--- src/hdl/ctb_pkg.sv ---
// ----------------------------------------------------------------------------
// ctb_pkg
// Shared constants, operation and status codes, and item types for the
// cursor text buffer.
// ----------------------------------------------------------------------------
package ctb_pkg;

   localparam int CAPACITY = 32;
   localparam int ADDR_W   = (CAPACITY > 1) ? $clog2(CAPACITY) : 1;
   localparam int COUNT_W  = 6;
   localparam int CHAR_W   = 8;
   localparam int MODE_W   = 3;
   localparam int STATUS_W = 2;

   localparam logic [MODE_W-1:0] MODE_INSERT = 3'd0;
   localparam logic [MODE_W-1:0] MODE_DELETE = 3'd1;
   localparam logic [MODE_W-1:0] MODE_LEFT   = 3'd2;
   localparam logic [MODE_W-1:0] MODE_RIGHT  = 3'd3;
   localparam logic [MODE_W-1:0] MODE_READ   = 3'd4;

   localparam logic [STATUS_W-1:0] STATUS_DONE      = 2'd0;
   localparam logic [STATUS_W-1:0] STATUS_NO_EFFECT = 2'd1;
   localparam logic [STATUS_W-1:0] STATUS_FULL      = 2'd2;

   localparam logic [CHAR_W-1:0] MARKER_CHAR = 8'h7C;

   typedef struct packed {
      logic [MODE_W-1:0] mode;
      logic [CHAR_W-1:0] char_value;
   } req_type;

   typedef struct packed {
      logic [CHAR_W-1:0]   char_value_out;
      logic                is_marker;
      logic [STATUS_W-1:0] status;
      logic [COUNT_W-1:0]  text_length;
      logic [COUNT_W-1:0]  cursor_pos;
      logic                last;
   } rsp_type;

   typedef struct packed {
      logic              wr_en;
      logic [ADDR_W-1:0] wr_addr;
      logic [CHAR_W-1:0] wr_data;
      logic              rd_en;
      logic [ADDR_W-1:0] rd_addr;
   } ram_ctl_type;

endpackage

--- src/hdl/ctb_ram.sv ---
// ----------------------------------------------------------------------------
// ctb_ram
// One character stack store: one write port, one read port, registered
// read data that holds while no read is issued.
// ----------------------------------------------------------------------------
module ctb_ram
   import ctb_pkg::*;
(
   input  logic              clock,
   input  ram_ctl_type       ctl,
   output logic [CHAR_W-1:0] rd_data
);

   logic [CHAR_W-1:0] mem [CAPACITY];
   logic [CHAR_W-1:0] rd_data_ff;

   always_ff @(posedge clock) begin
      if (ctl.wr_en) begin
         mem[ctl.wr_addr] <= ctl.wr_data;
      end
      if (ctl.rd_en) begin
         rd_data_ff <= mem[ctl.rd_addr];
      end
   end

   assign rd_data = rd_data_ff;

endmodule

--- src/hdl/cursor_text_buffer.sv ---
// ----------------------------------------------------------------------------
// cursor_text_buffer
// Text edit buffer with a cursor, held as two character stacks in two
// synchronous stores, with edit and readout sequencing.
// ----------------------------------------------------------------------------
//   channel   direction   handshake              payload
//   req_      in          req_valid / req_stall  req_data (req_type)
//   rsp_      out         rsp_valid / rsp_stall  rsp_data (rsp_type)
//
// insert, delete and unused codes answer from the execute state; moves read the
// source stack first, then write back on the other stack (no read at a boundary).
// readout issues one store read per character item, plus the cursor marker item.
// one item is worked on at a time; the result register frees the input side.
// reset clears both counts; store contents are undefined until written.
// rsp_stall holds the sequencer in place; no item is dropped.
// ----------------------------------------------------------------------------
module cursor_text_buffer
   import ctb_pkg::*;
(
   input  logic    clock,
   input  logic    reset,
   input  logic    req_valid,
   output logic    req_stall,
   input  req_type req_data,
   output logic    rsp_valid,
   input  logic    rsp_stall,
   output rsp_type rsp_data
);

   typedef enum logic [2:0] {
      S_IDLE,
      S_EXEC,
      S_MOVE,
      S_READ_L,
      S_MARK,
      S_READ_R
   } state_type;

   state_type          state_ff, state_in;
   req_type            req_ff, req_in;
   logic [COUNT_W-1:0] lc_ff, lc_in;
   logic [COUNT_W-1:0] rc_ff, rc_in;
   logic [ADDR_W-1:0]  idx_ff, idx_in;
   logic               rsp_valid_ff, rsp_valid_in;
   rsp_type            rsp_ff, rsp_in;

   ram_ctl_type        left_ctl, right_ctl;
   logic [CHAR_W-1:0]  left_rd, right_rd;

   logic               out_free;
   logic [COUNT_W:0]   sum;
   logic [COUNT_W-1:0] lc_m1, rc_m1, lc_p1, rc_p1, idx_p1;

   function automatic rsp_type make_rsp(input logic [CHAR_W-1:0] ch,
                                        input logic marker,
                                        input logic [STATUS_W-1:0] st,
                                        input logic [COUNT_W-1:0] lc,
                                        input logic [COUNT_W-1:0] rc,
                                        input logic lst);
      rsp_type r;
      r.char_value_out = ch;
      r.is_marker      = marker;
      r.status         = st;
      r.text_length    = lc + rc;
      r.cursor_pos     = lc;
      r.last           = lst;
      return r;
   endfunction

   ctb_ram u_left (
      .clock   (clock),
      .ctl     (left_ctl),
      .rd_data (left_rd)
   );

   ctb_ram u_right (
      .clock   (clock),
      .ctl     (right_ctl),
      .rd_data (right_rd)
   );

   assign out_free  = !rsp_valid_ff || !rsp_stall;
   assign sum       = {1'b0, lc_ff} + {1'b0, rc_ff};
   assign lc_m1     = lc_ff - COUNT_W'(1);
   assign rc_m1     = rc_ff - COUNT_W'(1);
   assign lc_p1     = lc_ff + COUNT_W'(1);
   assign rc_p1     = rc_ff + COUNT_W'(1);
   assign idx_p1    = COUNT_W'(idx_ff) + COUNT_W'(1);
   assign req_stall = (state_ff != S_IDLE);
   assign rsp_valid = rsp_valid_ff;
   assign rsp_data  = rsp_ff;

   always_comb begin
      state_in     = state_ff;
      req_in       = req_ff;
      lc_in        = lc_ff;
      rc_in        = rc_ff;
      idx_in       = idx_ff;
      rsp_valid_in = rsp_valid_ff && rsp_stall;
      rsp_in       = rsp_ff;
      left_ctl     = '0;
      right_ctl    = '0;

      case (state_ff)
         S_IDLE: begin
            if (req_valid) begin
               req_in   = req_data;
               state_in = S_EXEC;
            end
         end
         S_EXEC: begin
            case (req_ff.mode)
               MODE_INSERT: begin
                  if (out_free) begin
                     rsp_valid_in = 1'b1;
                     state_in     = S_IDLE;
                     if (sum >= (COUNT_W+1)'(CAPACITY)) begin
                        rsp_in = make_rsp('0, 1'b0, STATUS_FULL, lc_ff, rc_ff, 1'b1);
                     end else begin
                        left_ctl.wr_en   = 1'b1;
                        left_ctl.wr_addr = lc_ff[ADDR_W-1:0];
                        left_ctl.wr_data = req_ff.char_value;
                        lc_in            = lc_p1;
                        rsp_in = make_rsp('0, 1'b0, STATUS_DONE, lc_p1, rc_ff, 1'b1);
                     end
                  end
               end
               MODE_DELETE: begin
                  if (out_free) begin
                     rsp_valid_in = 1'b1;
                     state_in     = S_IDLE;
                     if (lc_ff == '0) begin
                        rsp_in = make_rsp('0, 1'b0, STATUS_NO_EFFECT, lc_ff, rc_ff, 1'b1);
                     end else begin
                        lc_in  = lc_m1;
                        rsp_in = make_rsp('0, 1'b0, STATUS_DONE, lc_m1, rc_ff, 1'b1);
                     end
                  end
               end
               MODE_LEFT: begin
                  if (lc_ff == '0 || rc_ff >= COUNT_W'(CAPACITY)) begin
                     if (out_free) begin
                        rsp_valid_in = 1'b1;
                        state_in     = S_IDLE;
                        rsp_in = make_rsp('0, 1'b0, STATUS_NO_EFFECT, lc_ff, rc_ff, 1'b1);
                     end
                  end else begin
                     left_ctl.rd_en   = 1'b1;
                     left_ctl.rd_addr = lc_m1[ADDR_W-1:0];
                     state_in         = S_MOVE;
                  end
               end
               MODE_RIGHT: begin
                  if (rc_ff == '0 || lc_ff >= COUNT_W'(CAPACITY)) begin
                     if (out_free) begin
                        rsp_valid_in = 1'b1;
                        state_in     = S_IDLE;
                        rsp_in = make_rsp('0, 1'b0, STATUS_NO_EFFECT, lc_ff, rc_ff, 1'b1);
                     end
                  end else begin
                     right_ctl.rd_en   = 1'b1;
                     right_ctl.rd_addr = rc_m1[ADDR_W-1:0];
                     state_in          = S_MOVE;
                  end
               end
               MODE_READ: begin
                  if (lc_ff != '0) begin
                     left_ctl.rd_en   = 1'b1;
                     left_ctl.rd_addr = '0;
                     idx_in           = '0;
                     state_in         = S_READ_L;
                  end else begin
                     state_in = S_MARK;
                  end
               end
               default: begin
                  if (out_free) begin
                     rsp_valid_in = 1'b1;
                     state_in     = S_IDLE;
                     rsp_in = make_rsp('0, 1'b0, STATUS_NO_EFFECT, lc_ff, rc_ff, 1'b1);
                  end
               end
            endcase
         end
         S_MOVE: begin
            if (out_free) begin
               rsp_valid_in = 1'b1;
               state_in     = S_IDLE;
               if (req_ff.mode == MODE_LEFT) begin
                  right_ctl.wr_en   = 1'b1;
                  right_ctl.wr_addr = rc_ff[ADDR_W-1:0];
                  right_ctl.wr_data = left_rd;
                  lc_in             = lc_m1;
                  rc_in             = rc_p1;
                  rsp_in = make_rsp('0, 1'b0, STATUS_DONE, lc_m1, rc_p1, 1'b1);
               end else begin
                  left_ctl.wr_en   = 1'b1;
                  left_ctl.wr_addr = lc_ff[ADDR_W-1:0];
                  left_ctl.wr_data = right_rd;
                  lc_in            = lc_p1;
                  rc_in            = rc_m1;
                  rsp_in = make_rsp('0, 1'b0, STATUS_DONE, lc_p1, rc_m1, 1'b1);
               end
            end
         end
         S_READ_L: begin
            if (out_free) begin
               rsp_valid_in = 1'b1;
               rsp_in = make_rsp(left_rd, 1'b0, STATUS_DONE, lc_ff, rc_ff, 1'b0);
               if (idx_p1 < lc_ff) begin
                  left_ctl.rd_en   = 1'b1;
                  left_ctl.rd_addr = idx_p1[ADDR_W-1:0];
                  idx_in           = idx_p1[ADDR_W-1:0];
               end else begin
                  state_in = S_MARK;
               end
            end
         end
         S_MARK: begin
            if (out_free) begin
               rsp_valid_in = 1'b1;
               rsp_in = make_rsp(MARKER_CHAR, 1'b1, STATUS_DONE, lc_ff, rc_ff,
                                 rc_ff == '0);
               if (rc_ff != '0) begin
                  right_ctl.rd_en   = 1'b1;
                  right_ctl.rd_addr = rc_m1[ADDR_W-1:0];
                  idx_in            = rc_m1[ADDR_W-1:0];
                  state_in          = S_READ_R;
               end else begin
                  state_in = S_IDLE;
               end
            end
         end
         S_READ_R: begin
            if (out_free) begin
               rsp_valid_in = 1'b1;
               rsp_in = make_rsp(right_rd, 1'b0, STATUS_DONE, lc_ff, rc_ff,
                                 idx_ff == '0);
               if (idx_ff != '0) begin
                  right_ctl.rd_en   = 1'b1;
                  right_ctl.rd_addr = idx_ff - ADDR_W'(1);
                  idx_in            = idx_ff - ADDR_W'(1);
               end else begin
                  state_in = S_IDLE;
               end
            end
         end
         default: begin
            state_in = S_IDLE;
         end
      endcase
   end

   always_ff @(posedge clock) begin
      if (reset) begin
         state_ff     <= S_IDLE;
         lc_ff        <= '0;
         rc_ff        <= '0;
         rsp_valid_ff <= 1'b0;
      end else begin
         state_ff     <= state_in;
         lc_ff        <= lc_in;
         rc_ff        <= rc_in;
         rsp_valid_ff <= rsp_valid_in;
      end
      req_ff <= req_in;
      idx_ff <= idx_in;
      rsp_ff <= rsp_in;
   end

`ifndef SYNTHESIS
   a_capacity: assert property (@(posedge clock) disable iff (reset)
      sum <= (COUNT_W+1)'(CAPACITY))
      else $error("text length above capacity");

   a_count_step: assert property (@(posedge clock) disable iff (reset)
      1'b1 |=> (lc_ff == $past(lc_ff) || lc_ff == $past(lc_ff) + COUNT_W'(1)
                || lc_ff + COUNT_W'(1) == $past(lc_ff)))
      else $error("cursor moved by more than one");

   a_edit_last: assert property (@(posedge clock) disable iff (reset)
      rsp_valid_ff && rsp_ff.status != STATUS_DONE |-> rsp_ff.last && !rsp_ff.is_marker)
      else $error("edit status item not flagged last");

   a_marker: assert property (@(posedge clock) disable iff (reset)
      rsp_valid_ff && rsp_ff.is_marker |->
         rsp_ff.char_value_out == MARKER_CHAR && rsp_ff.status == STATUS_DONE)
      else $error("bad cursor marker item");

   a_no_write_clash: assert property (@(posedge clock) disable iff (reset)
      !(left_ctl.wr_en && right_ctl.wr_en))
      else $error("both stacks written in one cycle");
`endif

endmodule
--- config.mk ---
export PLATFORM = sky130hd
export DESIGN_NAME = cursor_text_buffer
export DESIGN_NICKNAME = d
export VERILOG_FILES = /design/src/hdl/ctb_pkg.sv /design/src/hdl/ctb_ram.sv /design/src/hdl/cursor_text_buffer.sv
export SDC_FILE = /design/constraint.sdc
export NUM_CORES = 1
export LEC_CHECK = 0
export BUFFER_PORTS_ARGS = -buffer_cell sky130_fd_sc_hd__buf_4
export CAP_MARGIN = 10
export CORE_ASPECT_RATIO = 1.25
export CORE_UTILIZATION = 40
export CTS_CLUSTER_SIZE = 25
export DETAILED_ROUTE_END_ITERATION = 7
export HOLD_SLACK_MARGIN = 0.15
export PLACE_DENSITY = 0.54
export REMOVE_ABC_BUFFERS = 1
export SETUP_SLACK_MARGIN = 0.02
export SYNTH_ARGS = -nofsm -noshare
export SYNTH_HDL_FRONTEND = slang
export SYNTH_SLANG_ARGS = --single-unit
--- constraint.sdc ---
create_clock -name clock -period 6.01 [get_ports clock]
set_input_delay 1.803 -clock clock [delete_from_list [all_inputs] [get_ports clock]]
set_output_delay 1.803 -clock clock [all_outputs]
set_load 0.02 [all_outputs]
==> results.json, run 1 <==
{
  "cts_resized": 0,
  "finalHoldViolCount": 0,
  "syn_to_final_growth_pct": 13.66,
  "cp-endpoint": "u_left.rd_data[4]$_DFFE_PP_",
  "wl_met3_mm": 3.974,
  "cts_sinks": 584,
  "hp-class": "flip-flop to flip-flop",
  "cp.required_ps": 6400,
  "regArea_mm2": 0.01738,
  "clock_skew_ps": 38.73,
  "startpoint_type": "flip-flop",
  "fmax_mhz": 210.3,
  "io_buffers": 40,
  "synthCells": 1951,
  "ys_seq_area_frac": 0.6730,
  "via_per_inst": 5.724,
  "yosysUniqueCellTypes": 78,
  "drt_wl_total_mm": 72.86,
  "ys_warn_count": 0,
  "r2r_slack_ps": 1250,
  "status": "completed",
  "cp-end-kind": "flip-flop",
  "drt_iter0_markers": 1618,
  "grt_pass1_wl_mm": 109.1,
  "grt_overflow": 0,
  "clock_latency_ps": 650,
  "gp_congestion": 0.8813,
  "n_antenna_cell": 0,
  "yosys-top-cells-count": "568 x edfxtp_1, 294 x nand2_1, 137 x nor2_1",
  "syn_area_per_cell_um2": 13.23,
  "cts_tree": "yes",
  "first_global_vias": 16719,
  "grt.total_usage": 0.2225,
  "tightest_slew_ps": 1213,
  "max_slew_margin": 0.1914,
  "numCtsBuffers": 58,
  "final_layout_size_suffix_gt1_frac": 0.1174,
  "design.core.area_mm2": 0.06353,
  "min_period_over_period": 0.7912,
  "dr_total_vias": 16656,
  "die_width_um": 229.2,
  "highest_layer": "met4",
  "die_y_um": 286.1,
  "cts_root_buf": "clkbuf_16",
  "grt_max_degree": 76,
  "dp_hpwl_mm": 49.37,
  "setup_viol": 0,
  "detail-route-antenna-nets": 0,
  "async_reset_ff_frac": 0,
  "wl_met1_mm": 29.31,
  "rsz0062_at_grt": "false",
  "antenna_found_initial": 1,
  "synth_top_area_cell": "edfxtp_1",
  "dr.pass1.iters": 5,
  "cts_buffer_depth": 3,
  "power.density_mw_per_mm2": 289.3,
  "layout.nets": 2079,
  "ir_drop_uv": 228.4,
  "p_leak_nw": 10.03,
  "yosys-top-cells-area": "edfxtp_1 66%, nand2_1 4.3%, mux2i_1 4.0%, nor2_1 2.0%, ha_1 1.9%",
  "nFillCells": 5670,
  "crit_start": "idx_ff[0]$_DFFE_PP_",
  "synth_edf_count": 568,
  "cts_hold_buf": 0,
  "cp_max_fo": 41,
  "dieArea_mm2": 0.06558,
  "critPathKind": "flip-flop to flip-flop",
  "core.rowCount": 103,
  "rr_worst_depth": 14,
  "period_needed_ps": 4755,
  "synth.top_cell.area_share": 0.6606,
  "whs_ps": 651.1,
  "avgRoutedWirePerCell_um": 25.04,
  "yosysMostFrequentCell": "edfxtp_1",
  "multiInputGateArea_mm2": 0.007896,
  "post_cts_buffers": 0,
  "num_io_pins": 41,
  "ys_seq_elements": 584,
  "reg2reg_to": "u_left.rd_data[4]$_DFFE_PP_",
  "max_cap_viol_count": 0,
  "drcViolationCount": 0,
  "start_util": 0.4064,
  "finalSetupTns_ps": 0,
  "clkTransAtPathRegs_ps": 70,
  "worstPathArrival_ps": 5140,
  "synth-main-ff-cell": "edfxtp_1",
  "drv_slew": 0,
  "worstReg2RegStart": "idx_ff[0]$_DFFE_PP_",
  "dr_wl_met2_mm": 37.35,
  "ctsHtreeMaxLevel": 2,
  "syn_area_mm2": 0.02582
}
## cell type report
type,instances,area share
Tap cell,840,0.03581
Sequential cell,584,0.5921
Clock buffer,79,0.05355
Clock inverter,31,0.01343
Timing Repair Buffer,118,0.03206
Multi-Input combinational cell,1227,0.2691
Inverter,31,0.003965
## worst max-delay path: stages, from the launching register on
cell and delay (ps):
edfxtp_1 520, ha_1 290, nand3_1 100, xor2_1 290, inv_1 120, ha_1 320
and4_1 180, o21ai_1 170, and4_1 290, nor2_4 810, buf_4 490, mux2i_1 250
a32oi_1 120, a31oi_1 400, a22oi_1 150
## per-stage QoR
stage	cells	power (W)	setup WS [ps]	cell area, µm²	utilization
after global placement	2798	0.004806	1024	27350	0.4305
final	2910	0.008492	1255	29350	0.4619
after CTS	2909	0.008551	1231	29340	0.4618
after detailed placement	2799	0.004809	951.0	27380	0.4309
after floorplan	1842	0.004697	-1526	25340	-
after global routing	2910	0.008720	964.1	29350	0.4619
## kinds of logic (layout without fill, tap and decap cells)
group | count (synthesis) | after routing | share of synthesized area
multiplexers | 119 | 119 | 0.04783
flip-flops | 584 | 584 | 0.6730
buffers and inverters | 140 | 259 | 0.02307
AND/OR/NAND/NOR | 654 | 654 | 0.1143
AO/OA/AOI/OAI | 350 | 350 | 0.09813
adder cells (fa/ha/maj) | 44 | 44 | 0.02278
XOR/XNOR | 60 | 60 | 0.02093
## flip-flops by register name (all words and copies together) (netlist names)
signal           flops
req_ff              11
lc_ff                6
idx_ff               5
u_right.mem        256
rc_ff                6
rsp_data            24
rsp_valid            1
u_right.rd_data      8
u_left.rd_data       8
u_left.mem         256
state_ff             3
## how the worst min path moves through the flow
stage	from	to	slack, ps	cells after the start
after floorplan	u_left.rd_data[2]$_DFFE_PP_	rsp_data[18]$_DFFE_PP_	510	2
after global placement	u_left.rd_data[4]$_DFFE_PP_	rsp_data[20]$_DFFE_PP_	630	2
after detailed placement	u_left.rd_data[4]$_DFFE_PP_	rsp_data[20]$_DFFE_PP_	620	2
after CTS	u_left.rd_data[4]$_DFFE_PP_	rsp_data[20]$_DFFE_PP_	660	2
after global routing	rc_ff[5]$_SDFFE_PP0P_	rc_ff[5]$_SDFFE_PP0P_	690	2
final	rc_ff[5]$_SDFFE_PP0P_	rc_ff[5]$_SDFFE_PP0P_	650	2
## where the power goes
| group | total [W] | internal [W] | switching [W] | leakage, nW |
|---|---|---|---|---|
| Clock | 0.00377 | 0.00218 | 0.00158 | 0.955 |
| Combinational | 0.000270 | 0.0000972 | 0.000172 | 3.79 |
| Sequential | 0.00445 | 0.00444 | 0.0000151 | 5.29 |
| Total | 0.00849 | 0.00672 | 0.00177 | 10.0 |
## placed cells by master, fill, tap and decap left out, types with 5 or more instances in the layout
cell | synthesis | routed
nor2_1 | 137 | 136
o21ai_0 | 32 | 32
bufinv_16 | 0 | 8
dfxtp_1 | 16 | 16
a31oi_1 | 47 | 47
o21ai_1 | 5 | 5
o22ai_1 | 8 | 6
ha_1 | 39 | 39
edfxtp_1 | 568 | 568
nand2_1 | 294 | 293
a221o_1 | 23 | 23
and2_1 | 21 | 21
or4_1 | 8 | 8
nand4_1 | 17 | 17
a21boi_0 | 10 | 10
a21o_1 | 15 | 15
a311oi_1 | 18 | 18
xor2_1 | 19 | 19
nand3b_1 | 5 | 5
fa_1 | 5 | 5
clkbuf_1 | 66 | 18
a21oi_1 | 59 | 58
mux2_2 | 15 | 15
a211oi_1 | 30 | 30
mux2i_1 | 102 | 102
nor3_1 | 25 | 25
and3_1 | 15 | 15
a22oi_1 | 15 | 15
clkinv_1 | 2 | 11
nand3_1 | 90 | 90
inv_1 | 29 | 29
a22o_1 | 9 | 9
buf_4 | 10 | 113
a32oi_1 | 29 | 29
xnor2_1 | 40 | 40
or3_1 | 10 | 10
clkinv_2 | 0 | 9
nor2b_1 | 7 | 7
clkbuf_16 | 0 | 59
o211ai_1 | 11 | 11
## layer usage
metal,GRT usage,vias up
li1,-,7585
met1,0.2799,8379
met2,0.3936,561
met3,0.03220,131
met4,0.07033,0
met5,0,-
Power figures use the tool's default switching activity.
==> inputs of run 2 (changes only) <==
--- a/config.mk
+++ b/config.mk
@@ -12,7 +12,7 @@
 export CTS_CLUSTER_SIZE = 25
 export DETAILED_ROUTE_END_ITERATION = 7
 export HOLD_SLACK_MARGIN = 0.15
-export PLACE_DENSITY = 0.54
+export PLACE_DENSITY = 0.56
 export REMOVE_ABC_BUFFERS = 1
 export SETUP_SLACK_MARGIN = 0.02
 export SYNTH_ARGS = -nofsm -noshare
==> constraint.sdc (replaced) <==
create_clock -name clock -period 4.3 [get_ports clock]
set_input_delay 1.29 -clock clock [delete_from_list [all_inputs] [get_ports clock]]
set_output_delay 1.29 -clock clock [all_outputs]
set_load 0.02 [all_outputs]
==> run 2 against run 1 <==
Compared with the run above:
- largest cell class unchanged
- critical path type unchanged
- total power increased by 40%
- cell count increased by 4.0%
- count of clock-buffer cells in the layout decreased by 7
- sequential power increased by 40%
- clock power increased by 40%
==> results.json, run 2 (synthesized netlist as in run 1, its figures left out) <==
{
  "critPathKind": "flip-flop to flip-flop",
  "numCtsBuffers": 58,
  "mostFrequentLayoutCell": "edfxtp_1",
  "period_needed_ps": 3979,
  "syn_to_final_growth_pct": 17.48,
  "cts_sinks": 584,
  "hp-class": "flip-flop to flip-flop",
  "setup_viol": 0,
  "cp-end-kind": "flip-flop",
  "ctsHtreeMaxLevel": 2,
  "grt_pass1_wl_mm": 107.9,
  "finalInstanceArea_mm2": 0.03033,
  "worstPathArrival_ps": 4440,
  "dp_cells": 2913,
  "final_layout_size_suffix_gt1_frac": 0.1647,
  "min_path_cells": 2,
  "core.rowCount": 103,
  "cts_buffer_depth": 3,
  "layout.cells.most_common_list": "568 x edfxtp_1, 293 x nand2_1, 224 x buf_4",
  "die_width_um": 229.2,
  "max_cap_viol_count": 0,
  "drv_slew": 0,
  "dr.pass1.iters": 5,
  "first_global_vias": 16855,
  "p_leak_nw": 10.65,
  "power.density_mw_per_mm2": 391.5,
  "cts_tree": "yes",
  "grt_overflow": 0,
  "design.core.area_mm2": 0.06353,
  "min_period_over_period": 0.9254,
  "dr_total_vias": 16880,
  "avgRoutedWirePerCell_um": 23.84,
  "die_y_um": 286.1,
  "cp_max_fo": 7,
  "dieArea_mm2": 0.06558,
  "ir_drop_uv": 336.7,
  "dp_hpwl_mm": 49.10,
  "gp_congestion": 0.8952,
  "fin_cells": 3026,
  "io_buffers": 40,
  "clock_skew_ps": 42.10,
  "grt.total_usage": 0.2200,
  "tightest_slew_ps": 1087,
  "n_antenna_cell": 0,
  "fmax_mhz": 251.3,
  "place_area_mm2": 0.02831,
  "status": "completed",
  "rr_worst_depth": 14,
  "detail-route-antenna-nets": 0,
  "layout.nets": 2197,
  "start_util": 0.4064,
  "cts_root_buf": "clkbuf_16",
  "drt_iter0_markers": 1591,
  "nFillCells": 5577,
  "max_slew_margin": 0.2757,
  "clock_latency_ps": 640,
  "finalSetupTns_ps": 0,
  "rsz0062_at_grt": "false",
  "cp.required_ps": 4760,
  "drcViolationCount": 0,
  "antenna_found_initial": 3,
  "num_io_pins": 41,
  "via_per_inst": 5.578,
  "grt_max_degree": 38,
  "drt_wl_total_mm": 72.14,
  "finalPower_w": 0.01188,
  "clkTransAtPathRegs_ps": 70,
  "finalHoldViolCount": 0,
  "startpoint_type": "flip-flop"
}
[run 2: final cells by class]
cell class / instances / area (µm²) / area share
Sequential cell: 584 / 17380 / 0.5729
Multi-Input combinational cell: 1228 / 7903 / 0.2605
Timing Repair Buffer: 235 / 1902 / 0.06270
Clock buffer: 72 / 1525 / 0.05028
Tap cell: 840 / 1051 / 0.03465
Clock inverter: 36 / 459.2 / 0.01514
Inverter: 31 / 116.4 / 0.003836
[run 2: worst paths after layout]
| kind | end | slack [ps] | from |
|---|---|---|---|
| setup / recovery | u_left.rd_data[4]$_DFFE_PP_ | 320 | idx_ff[0]$_DFFE_PP_ |
| hold / removal | rsp_data[22]$_DFFE_PP_ | 650 | u_right.rd_data[6]$_DFFE_PP_ |
| setup reg to reg | u_left.rd_data[4]$_DFFE_PP_ | 320 | idx_ff[0]$_DFFE_PP_ |
| hold reg to reg | rsp_data[22]$_DFFE_PP_ | 650 | u_right.rd_data[6]$_DFFE_PP_ |
[run 2: metrics by stage]
step           utilization  setup WS [ps]  hold WS [ps]
2_1_floorplan            -          -2868         513.2
3_3_place_gp        0.4456          10.72         638.2
3_5_place_dp        0.4456         -95.70         627.3
4_1_cts             0.4769          141.7         632.0
5_1_grt             0.4774          161.6         669.5
6_report            0.4774          320.9         648.9
[run 2: power breakdown]
group          internal, W  total (W)  switching, W  leakage (nW)
Combinational     0.000148   0.000387      0.000238          4.40
Clock              0.00307    0.00526       0.00219         0.960
Sequential         0.00620    0.00623     0.0000278          5.29
Total              0.00942     0.0119       0.00245          10.7
[run 2: per-layer routing]
metal / up-vias / routed length [µm] / track usage
li1: 7818 / - / -
met1: 8379 / 29090 / 0.2766
met2: 542 / 36530 / 0.3867
met3: 141 / 3979 / 0.02871
met4: 0 / 2533 / 0.08050
met5: - / 0 / 0
[run 2: timing repair]
| item | CTS | global route |
|---|---|---|
| cloned | 1 | 0 |
| hold buffers | 0 | 0 |
| endpoints found under the setup margin | 1 | 1 |
| pin swaps | 1 | 1 |
| setup buffers | 0 | 4 |
| resized for setup | 0 | 0 |
[run 2: critical path, stage by stage (launching register included)]
cell	delay (ps)
edfxtp_1	400
ha_1	250
nand3_1	100
xor2_1	190
inv_1	80
ha_1	210
a221o_1	290
a31oi_1	180
buf_4	170
and3_1	290
a22oi_1	210
nor3_1	820
a221o_1	300
a31oi_1	90
a22oi_1	230
